### config.mk
export PLATFORM = sky130hd
export DESIGN_NAME = block_buffer_cache_table_top
export DESIGN_NICKNAME = d
export VERILOG_FILES = /design/src/hdl/bbct_pkg.sv /design/src/hdl/bbct_cell.sv /design/src/hdl/block_buffer_cache_table_top.sv
export VERILOG_INCLUDE_DIRS = /design/src /design/src/hdl
export SDC_FILE = /design/constraint.sdc
export NUM_CORES = 2
export LEC_CHECK = 0
export CORE_AREA = 4 4 435 437
export DETAILED_ROUTE_END_ITERATION = 8
export DIE_AREA = 0 0 439 441
export DONT_BUFFER_PORTS = 1
export PLACE_DENSITY = 0.65
export SLEW_MARGIN = 30
export SYNTH_ARGS = -nofsm -noshare
export SYNTH_HDL_FRONTEND = slang
export SYNTH_SLANG_ARGS = --single-unit
### constraint.sdc
create_clock -name clk -period 3.6 [get_ports clk]
set_input_delay 0.54 -clock clk [delete_from_list [all_inputs] [get_ports clk]]
set_output_delay 0.54 -clock clk [all_outputs]
set_load 0.05 [all_outputs]
### src/hdl/block_buffer_cache_table_top_assert.svh
// Assertion macros for the buffer cache table.
// Included by the top level; needs clk and rst_n in the including scope.
`ifndef BLOCK_BUFFER_CACHE_TABLE_TOP_ASSERT_SVH
`define BLOCK_BUFFER_CACHE_TABLE_TOP_ASSERT_SVH
`ifndef SYNTHESIS
`define BBCT_ASSERT(label, prop, msg) \
    label: assert property (@(posedge clk) disable iff (!rst_n) prop) else $error(msg);
`define BBCT_ASSERT_ONEHOT0(label, vec, msg) \
    label: assert property (@(posedge clk) disable iff (!rst_n) $onehot0(vec)) else $error(msg);
`else
`define BBCT_ASSERT(label, prop, msg)
`define BBCT_ASSERT_ONEHOT0(label, vec, msg)
`endif
`endif

### src/hdl/bbct_pkg.sv
// Shared types and codes for the buffer cache table.
// No dependencies.
package bbct_pkg;

    localparam int DEF_ENTRIES = 32;

    localparam logic [1:0] CMD_GET     = 2'd0;
    localparam logic [1:0] CMD_RELEASE = 2'd1;
    localparam logic [1:0] CMD_PIN     = 2'd2;
    localparam logic [1:0] CMD_UNPIN   = 2'd3;

    localparam logic [1:0] ST_OK     = 2'd0;
    localparam logic [1:0] ST_NOFREE = 2'd1;
    localparam logic [1:0] ST_UNDER  = 2'd2;
    localparam logic [1:0] ST_SAT    = 2'd3;

    localparam logic [7:0] COUNT_MAX = 8'hFF;

    typedef enum logic [1:0] {
        S_IDLE,
        S_LOOK,
        S_UPD
    } state_t;

    typedef struct packed {
        logic [1:0]  cmd;
        logic [7:0]  device;
        logic [31:0] block_number;
        logic [4:0]  slot;
    } req_t;

    typedef struct packed {
        logic look;     // capture priority picks
        logic upd;      // apply the update to the selected cell
        logic is_get;
        logic use_hit;  // a tag match was seen in the lookup cycle
    } ctl_t;

    // Passed from each cell to the next higher one
    typedef struct packed {
        logic       match_seen;
        logic       free_seen;
        logic [7:0] count;
        logic       valid;
    } link_t;

endpackage

### src/hdl/bbct_cell.sv
// One buffer entry of the cache table: tag, valid mark and reference count.
// Depends on bbct_pkg.
module bbct_cell #(
    parameter int IW       = 5,
    parameter int CELL_IDX = 0
) (
    input  logic           clk,
    input  logic           rst_n,
    input  bbct_pkg::req_t req,
    input  bbct_pkg::ctl_t ctl,
    input  bbct_pkg::link_t link_in,
    input  logic [IW-1:0]  idx_in,
    output bbct_pkg::link_t link_out,
    output logic [IW-1:0]  idx_out,
    output logic           sel
);
    import bbct_pkg::*;

    logic [7:0]  dev_reg, dev_next;
    logic [31:0] blk_reg, blk_next;
    logic        valid_reg, valid_next;
    logic [7:0]  count_reg, count_next;
    logic        hsel_reg, hsel_next;
    logic        fsel_reg, fsel_next;
    logic        match;
    logic        free;
    logic        slot_hit;

    always_comb
    begin
        match    = (dev_reg == req.device) && (blk_reg == req.block_number);
        free     = (count_reg == 8'd0);
        slot_hit = ({4'b0, req.slot} == 9'(CELL_IDX));
        if (ctl.is_get)
        begin
            sel = ctl.use_hit ? hsel_reg : fsel_reg;
        end
        else
        begin
            sel = slot_hit;
        end
        link_out.match_seen = link_in.match_seen | match;
        link_out.free_seen  = link_in.free_seen | free;
        link_out.count      = link_in.count | (sel ? count_reg : 8'd0);
        link_out.valid      = link_in.valid | (sel & valid_reg);
        idx_out             = idx_in | (sel ? IW'(CELL_IDX) : '0);
    end

    always_comb
    begin
        dev_next   = dev_reg;
        blk_next   = blk_reg;
        valid_next = valid_reg;
        count_next = count_reg;
        hsel_next  = hsel_reg;
        fsel_next  = fsel_reg;
        if (ctl.look)
        begin
            // lowest index wins: only pick when nothing below has
            hsel_next = match && !link_in.match_seen;
            fsel_next = free && !link_in.free_seen;
        end
        if (ctl.upd && sel)
        begin
            case (req.cmd) inside
                CMD_GET:
                begin
                    valid_next = 1'b1;
                    if (ctl.use_hit)
                    begin
                        if (count_reg != COUNT_MAX)
                        begin
                            count_next = count_reg + 8'd1;
                        end
                    end
                    else
                    begin
                        dev_next   = req.device;
                        blk_next   = req.block_number;
                        count_next = 8'd1;
                    end
                end
                CMD_PIN:
                begin
                    if (count_reg != COUNT_MAX)
                    begin
                        count_next = count_reg + 8'd1;
                    end
                end
                CMD_RELEASE, CMD_UNPIN:
                begin
                    if (count_reg != 8'd0)
                    begin
                        count_next = count_reg - 8'd1;
                    end
                end
                default:
                begin
                    count_next = count_reg;
                end
            endcase
        end
    end

    always_ff @(posedge clk or negedge rst_n)
    begin
        if (!rst_n)
        begin
            dev_reg   <= '0;
            blk_reg   <= '0;
            valid_reg <= 1'b0;
            count_reg <= '0;
            hsel_reg  <= 1'b0;
            fsel_reg  <= 1'b0;
        end
        else
        begin
            dev_reg   <= dev_next;
            blk_reg   <= blk_next;
            valid_reg <= valid_next;
            count_reg <= count_next;
            hsel_reg  <= hsel_next;
            fsel_reg  <= fsel_next;
        end
    end

endmodule

### src/hdl/block_buffer_cache_table_top.sv
// Top level of the buffer cache table: request register, control FSM,
// cell chain and result register. Depends on bbct_pkg, bbct_cell and the assert header.
`include "block_buffer_cache_table_top_assert.svh"

// A request is handled in steps: the beat is registered, the lookup state
// compares the tag in every cell and ripples the lowest-index match and free
// picks along the cell chain, and the update state updates the chosen cell and
// loads the result register. Input is stalled during the lookup and update;
// a waiting result does not block the next beat, but the update cycle holds
// while the previous result is still stalled. Reset clears every entry at once.
module block_buffer_cache_table_top #(
    parameter int ENTRIES = bbct_pkg::DEF_ENTRIES
) (
    input  logic        clk,
    input  logic        rst_n,
    input  logic        in_valid,
    output logic        in_stall,
    input  logic [1:0]  cmd,
    input  logic [7:0]  device,
    input  logic [31:0] block_number,
    input  logic [4:0]  slot,
    output logic        out_valid,
    input  logic        out_stall,
    output logic [4:0]  slot_out,
    output logic        hit,
    output logic        needs_read,
    output logic [1:0]  status
);
    import bbct_pkg::*;

    localparam int IW = (ENTRIES > 1) ? $clog2(ENTRIES) : 1;

    state_t        state_reg, state_next;
    req_t          req_reg;
    logic          use_hit_reg, use_hit_next;
    logic          out_valid_reg, out_valid_next;
    logic [4:0]    slot_out_reg, slot_out_next;
    logic          hit_reg, hit_next;
    logic          needs_read_reg, needs_read_next;
    logic [1:0]    status_reg, status_next;
    ctl_t          ctl;
    logic          out_room;
    logic          in_range;
    logic [IW+4:0] idx_wide;

    link_t         links [ENTRIES+1];
    logic [IW-1:0] idxs  [ENTRIES+1];
    logic [ENTRIES-1:0] sel_vec;

    assign links[0] = '0;
    assign idxs[0]  = '0;

    for (genvar g = 0; g < ENTRIES; g++)
    begin : g_cell
        bbct_cell #(
            .IW       (IW),
            .CELL_IDX (g)
        ) u_cell (
            .clk      (clk),
            .rst_n    (rst_n),
            .req      (req_reg),
            .ctl      (ctl),
            .link_in  (links[g]),
            .idx_in   (idxs[g]),
            .link_out (links[g+1]),
            .idx_out  (idxs[g+1]),
            .sel      (sel_vec[g])
        );
    end

    assign out_room = !out_valid_reg || !out_stall;

    // next state
    always_comb
    begin
        state_next = state_reg;
        unique case (state_reg)
            S_IDLE:
            begin
                if (in_valid)
                begin
                    state_next = S_LOOK;
                end
            end
            S_LOOK:
            begin
                state_next = S_UPD;
            end
            S_UPD:
            begin
                if (out_room)
                begin
                    state_next = S_IDLE;
                end
            end
            default:
            begin
                state_next = S_IDLE;
            end
        endcase
    end

    // FSM outputs
    always_comb
    begin
        in_stall    = 1'b1;
        ctl.look    = 1'b0;
        ctl.upd     = 1'b0;
        ctl.is_get  = (req_reg.cmd == CMD_GET);
        ctl.use_hit = use_hit_reg;
        unique case (state_reg)
            S_IDLE:
            begin
                in_stall = 1'b0;
            end
            S_LOOK:
            begin
                ctl.look = 1'b1;
            end
            S_UPD:
            begin
                ctl.upd = out_room;
            end
            default:
            begin
                in_stall = 1'b1;
            end
        endcase
    end

    // result assembly from the chain head
    always_comb
    begin
        idx_wide        = {5'b0, idxs[ENTRIES]};
        in_range        = ({4'b0, req_reg.slot} < 9'(ENTRIES));
        use_hit_next    = ctl.look ? links[ENTRIES].match_seen : use_hit_reg;
        out_valid_next  = out_valid_reg && out_stall;
        slot_out_next   = slot_out_reg;
        hit_next        = hit_reg;
        needs_read_next = needs_read_reg;
        status_next     = status_reg;
        if (ctl.upd)
        begin
            out_valid_next  = 1'b1;
            slot_out_next   = idx_wide[4:0];
            hit_next        = 1'b0;
            needs_read_next = 1'b0;
            status_next     = ST_OK;
            if (ctl.is_get)
            begin
                if (use_hit_reg)
                begin
                    hit_next        = 1'b1;
                    needs_read_next = !links[ENTRIES].valid;
                    if (links[ENTRIES].count == COUNT_MAX)
                    begin
                        status_next = ST_SAT;
                    end
                end
                else if (sel_vec != '0)
                begin
                    needs_read_next = 1'b1;
                end
                else
                begin
                    slot_out_next = 5'd0;
                    status_next   = ST_NOFREE;
                end
            end
            else
            begin
                slot_out_next = req_reg.slot;
                if (in_range)
                begin
                    if (req_reg.cmd == CMD_PIN)
                    begin
                        if (links[ENTRIES].count == COUNT_MAX)
                        begin
                            status_next = ST_SAT;
                        end
                    end
                    else if (links[ENTRIES].count == 8'd0)
                    begin
                        status_next = ST_UNDER;
                    end
                end
            end
        end
    end

    always_ff @(posedge clk or negedge rst_n)
    begin
        if (!rst_n)
        begin
            state_reg     <= S_IDLE;
            use_hit_reg   <= 1'b0;
            out_valid_reg <= 1'b0;
            req_reg       <= '0;
        end
        else
        begin
            state_reg     <= state_next;
            use_hit_reg   <= use_hit_next;
            out_valid_reg <= out_valid_next;
            if (in_valid && !in_stall)
            begin
                req_reg <= '{cmd: cmd, device: device, block_number: block_number, slot: slot};
            end
        end
    end

    always_ff @(posedge clk)
    begin
        slot_out_reg   <= slot_out_next;
        hit_reg        <= hit_next;
        needs_read_reg <= needs_read_next;
        status_reg     <= status_next;
    end

    assign out_valid  = out_valid_reg;
    assign slot_out   = slot_out_reg;
    assign hit        = hit_reg;
    assign needs_read = needs_read_reg;
    assign status     = status_reg;

    `BBCT_ASSERT(a_accept_to_look, (in_valid && !in_stall) |=> (state_reg == S_LOOK), "accepted beat did not start a lookup")
    `BBCT_ASSERT_ONEHOT0(a_one_cell_sel, sel_vec, "more than one cell selected")
    `BBCT_ASSERT(a_result_from_update, $rose(out_valid) |-> $past(state_reg == S_UPD), "result appeared without an update cycle")
    `BBCT_ASSERT(a_nofree_clean, (out_valid && status == ST_NOFREE) |-> (!hit && !needs_read && slot_out == 5'd0), "no-free result carries slot data")

endmodule

==> results.sh <==
export IMPL_leakagePower_nw=47.05
export IMPL_clock_sinks=1692
export IMPL_ant_nets=0
export IMPL_slew_viol_final=0
export IMPL_rows=158
export IMPL_synth_area_per_cell_um2=10.90
export IMPL_maxCapViolCount=0
export IMPL_critPathMaxStageDelay_ps=640
export IMPL_wl_met2_mm=133.7
export IMPL_syn_inst=8477
export IMPL_synth_net_count=8624
export IMPL_first_global_vias=65990
export IMPL_initial_core_util_pct=49.93
export IMPL_drt_wl_total_mm=284.1
export IMPL_cts_root_buf="clkbuf_16"
export IMPL_largest_register_ffs=1024
export IMPL_dr_pass1_iters=6
export IMPL_vias_per_cell=6.096
export IMPL_place_inst=10610
export IMPL_io_pin_count=62
export IMPL_cp_depth=8
export IMPL_final_nets=8512
export IMPL_core_area_um2=185000
export IMPL_fin_crit_ps=3540
export IMPL_clkTransAtPathRegs_ps=60
export IMPL_wirelength_met1_mm=124.7
export IMPL_drive_gt1_share_pct=24.82
export IMPL_synth_ff_type="dfrtp_1"
export IMPL_arrival_ps=4240
export IMPL_critPathSlowestCell="nor3_1"
export IMPL_fp_dieH_um=441
export IMPL_grt_max_degree=143
export IMPL_ys_seq_area_share_pct=45.88
export IMPL_slew_headroom_pct=37.74
export IMPL_final_area_um2=103300
export IMPL_grt_remaining_overflow=0
export IMPL_area_growth_pct=11.83
export IMPL_finalClockSkew_ps=61.24
export IMPL_irDropWorstVdd_mv=0.9879
export IMPL_fill_cells=15670
export IMPL_synth_seq_cells=1692
export IMPL_crit_buf_inv=2
export IMPL_cp_max_fo=25
export IMPL_hold_class="input port to asynchronous set/reset pin"
export IMPL_first_iter_violations=5742
export IMPL_outcome="complete, no violations"
export IMPL_drc=0
export IMPL_synth_cell_type_count=95
export IMPL_numPortBuffers=0
export IMPL_rr_worst_depth=8
export IMPL_dieArea_um2=193600
export IMPL_globalRouteTotalUtil_pct=28.97
export IMPL_syn_area_um2=92380
export IMPL_fin_cells=11000
export IMPL_finalPower_mw=72.49
export IMPL_hpwl_mm=191.9
export IMPL_path_cells="buf_12 -> or3b_1 -> nor3_1 -> or2_1 -> buf_4 -> nand3_1 -> or4_1 -> o211ai_1"
export IMPL_required_ps=4300
export IMPL_dpl_cell_area_um2=96500
export IMPL_path_delay_family="simple AND/OR/NAND/NOR gates"
export IMPL_finalSetupViolCount=0
export IMPL_critPathCaptureType="register"
export IMPL_ys_async_sr_fraction_pct=99.47
export IMPL_path_class="register to register"
export IMPL_routedWlPerCell_um=25.84
export IMPL_htree_num_levels=4
export IMPL_final_util_pct=55.83
export IMPL_gp_congestion=0.9516
export IMPL_crit_path_start_kind="register"
export IMPL_highest_layer="met5"
export IMPL_tritoncts="done"
export IMPL_rrSetupSlack_ps=60
export IMPL_clk_insertion_delay_late_ps=840
export IMPL_wl_met3_mm=15.40
export IMPL_rsz0062_at_grt="yes"
export IMPL_die_w_um=439
export IMPL_final_period_utilization_pct=98.33
export IMPL_worst_slew_pin_slew_ps=933.9
export IMPL_synth_edf_count=9
export IMPL_vias=67020
export IMPL_fmax_mhz=282.5
export IMPL_numCtsBuffers=184
export IMPL_ys_warn_count=0
export IMPL_grt_first_pass_wirelength_mm=425.4
export IMPL_clockBufferDepth=3
export IMPL_antenna_found_initial=8
export IMPL_final_hold_viol_count=0
export IMPL_p_per_area_nw_per_um2=701.6
==> stage by stage <==
step                      hold WS, ps  worst slack [ps]  setup TNS, ps
after floorplan                 244.4             835.8              0
after global placement          246.3            -491.3         -33900
after detailed placement        246.4            -172.1         -333.3
after CTS                       7.580             35.46              0
after global routing            37.74            -10.04         -10.04
final                           67.79             60.00              0
==> cells in the final DEF (no fill, tap or decap), drive strengths merged, types with 10 or more instances in the layout <==
master,Yosys,routed
nor4,239,239
ha,96,96
o221ai,16,16
mux2,1335,1335
or2,10,10
dlygate4sd3,0,49
nand2b,57,57
o31ai,30,30
or3,52,52
clkbuf,437,285
or4,33,33
a21o,39,39
a32oi,19,19
buf,321,411
and3,80,80
nand3b,10,10
o21ai,301,301
o211ai,16,16
a22oi,104,104
nor2b,16,16
nand3,205,205
a31oi,84,84
mux2i,52,52
a222oi,10,10
inv,116,118
nand2,401,401
nand4,302,302
o22ai,65,65
nor2,276,276
a221oi,23,23
xnor2,795,795
dfrtp,1683,1683
nor3,181,181
xor2,556,556
a32o,25,25
clkinv,1,37
a22o,60,60
a21oi,304,304
==> worst reg2reg max path: cells and delay by family (launching register included) <==
family | cells | cell delay [ps]
and+or+nand+nor | 5 | 2460
buffers and inverters | 2 | 410
AOI/OAI and AO/OA | 1 | 90
DFF | 1 | 490
==> per-layer routing <==
metal / vias to the layer above / track usage (%)
li1: 30000 / -
met4: 4 / 9.940
met1: 34490 / 40.01
met2: 2063 / 47.23
met5: - / 0
met3: 472 / 3.734
==> kinds of logic after synthesis <==
kind of cell	count (synthesis)	share of synthesized area, %
compound gates	1163	7.980
buf+inv	875	4.316
fa+ha+maj	96	1.300
mux	1388	16.86
simple gates	1912	10.86
xor+xnor	1351	12.81
flops	1692	45.88
==> path summary, 6_finish.rpt <==
path / startpoint / endpoint
hold / removal: rst_n / state_reg[1]
min in group clk: in_valid / state_reg[0]
hold reg to reg: g_cell[5].u_cell.valid_reg / g_cell[5].u_cell.valid_reg
setup / recovery: req_reg[2] / g_cell[6].u_cell.count_reg[5]
max in group asynchronous: rst_n / g_cell[18].u_cell.blk_reg[30]
setup reg to reg: req_reg[2] / g_cell[6].u_cell.count_reg[5]
==> final cells by class <==
type                            instances  area [um^2]  share of cell area (%)
Multi-Input combinational cell       5910        46280                   44.79
Sequential cell                      1692        42540                   41.18
Clock buffer                          285         5557                   5.378
Timing Repair Buffer                  460         4700                   4.549
Tap cell                             2480         3103                   3.003
Clock inverter                         49        688.2                  0.6661
Inverter                              117        441.7                  0.4275
Antenna cell                            2        5.005                0.004844
==> repair_timing <==
| item | in CTS | in global routing |
|---|---|---|
| pin swaps | 2 | 0 |
| gates resized for setup | 6 | 7 |
| hold endpoints to repair | 382 | 0 |
| setup buffers | 0 | 0 |
| endpoints found under the setup margin | 3 | 10 |
| hold buffers | 49 | 0 |
==> report_power, final <==
| part | leakage, nW | total (mW) | internal, mW | switching [mW] |
|---|---|---|---|---|
| logic | 21.2 | 26.6 | 10.7 | 15.9 |
| registers | 22.8 | 26.5 | 21.8 | 4.73 |
| clock network | 3.07 | 19.4 | 11.3 | 8.11 |
| total | 47.1 | 72.5 | 43.7 | 28.7 |
==> cells in the mapped netlist (180+ instances only) <==
cell type / number / area [um^2]
nand4_1: 300 / 1877
xor2_1: 556 / 4870
nor4_1: 235 / 1470
o21ai_0: 293 / 1466
dfrtp_1: 1683 / 42120
nor2_1: 275 / 1032
clkbuf_1: 435 / 1633
nor3_1: 180 / 900.9
nand3_1: 205 / 1026
nand2_1: 401 / 1505
xnor2_1: 795 / 6963
mux2_2: 1284 / 14460
a21oi_1: 304 / 1521
Power figures use the tool's default switching activity.
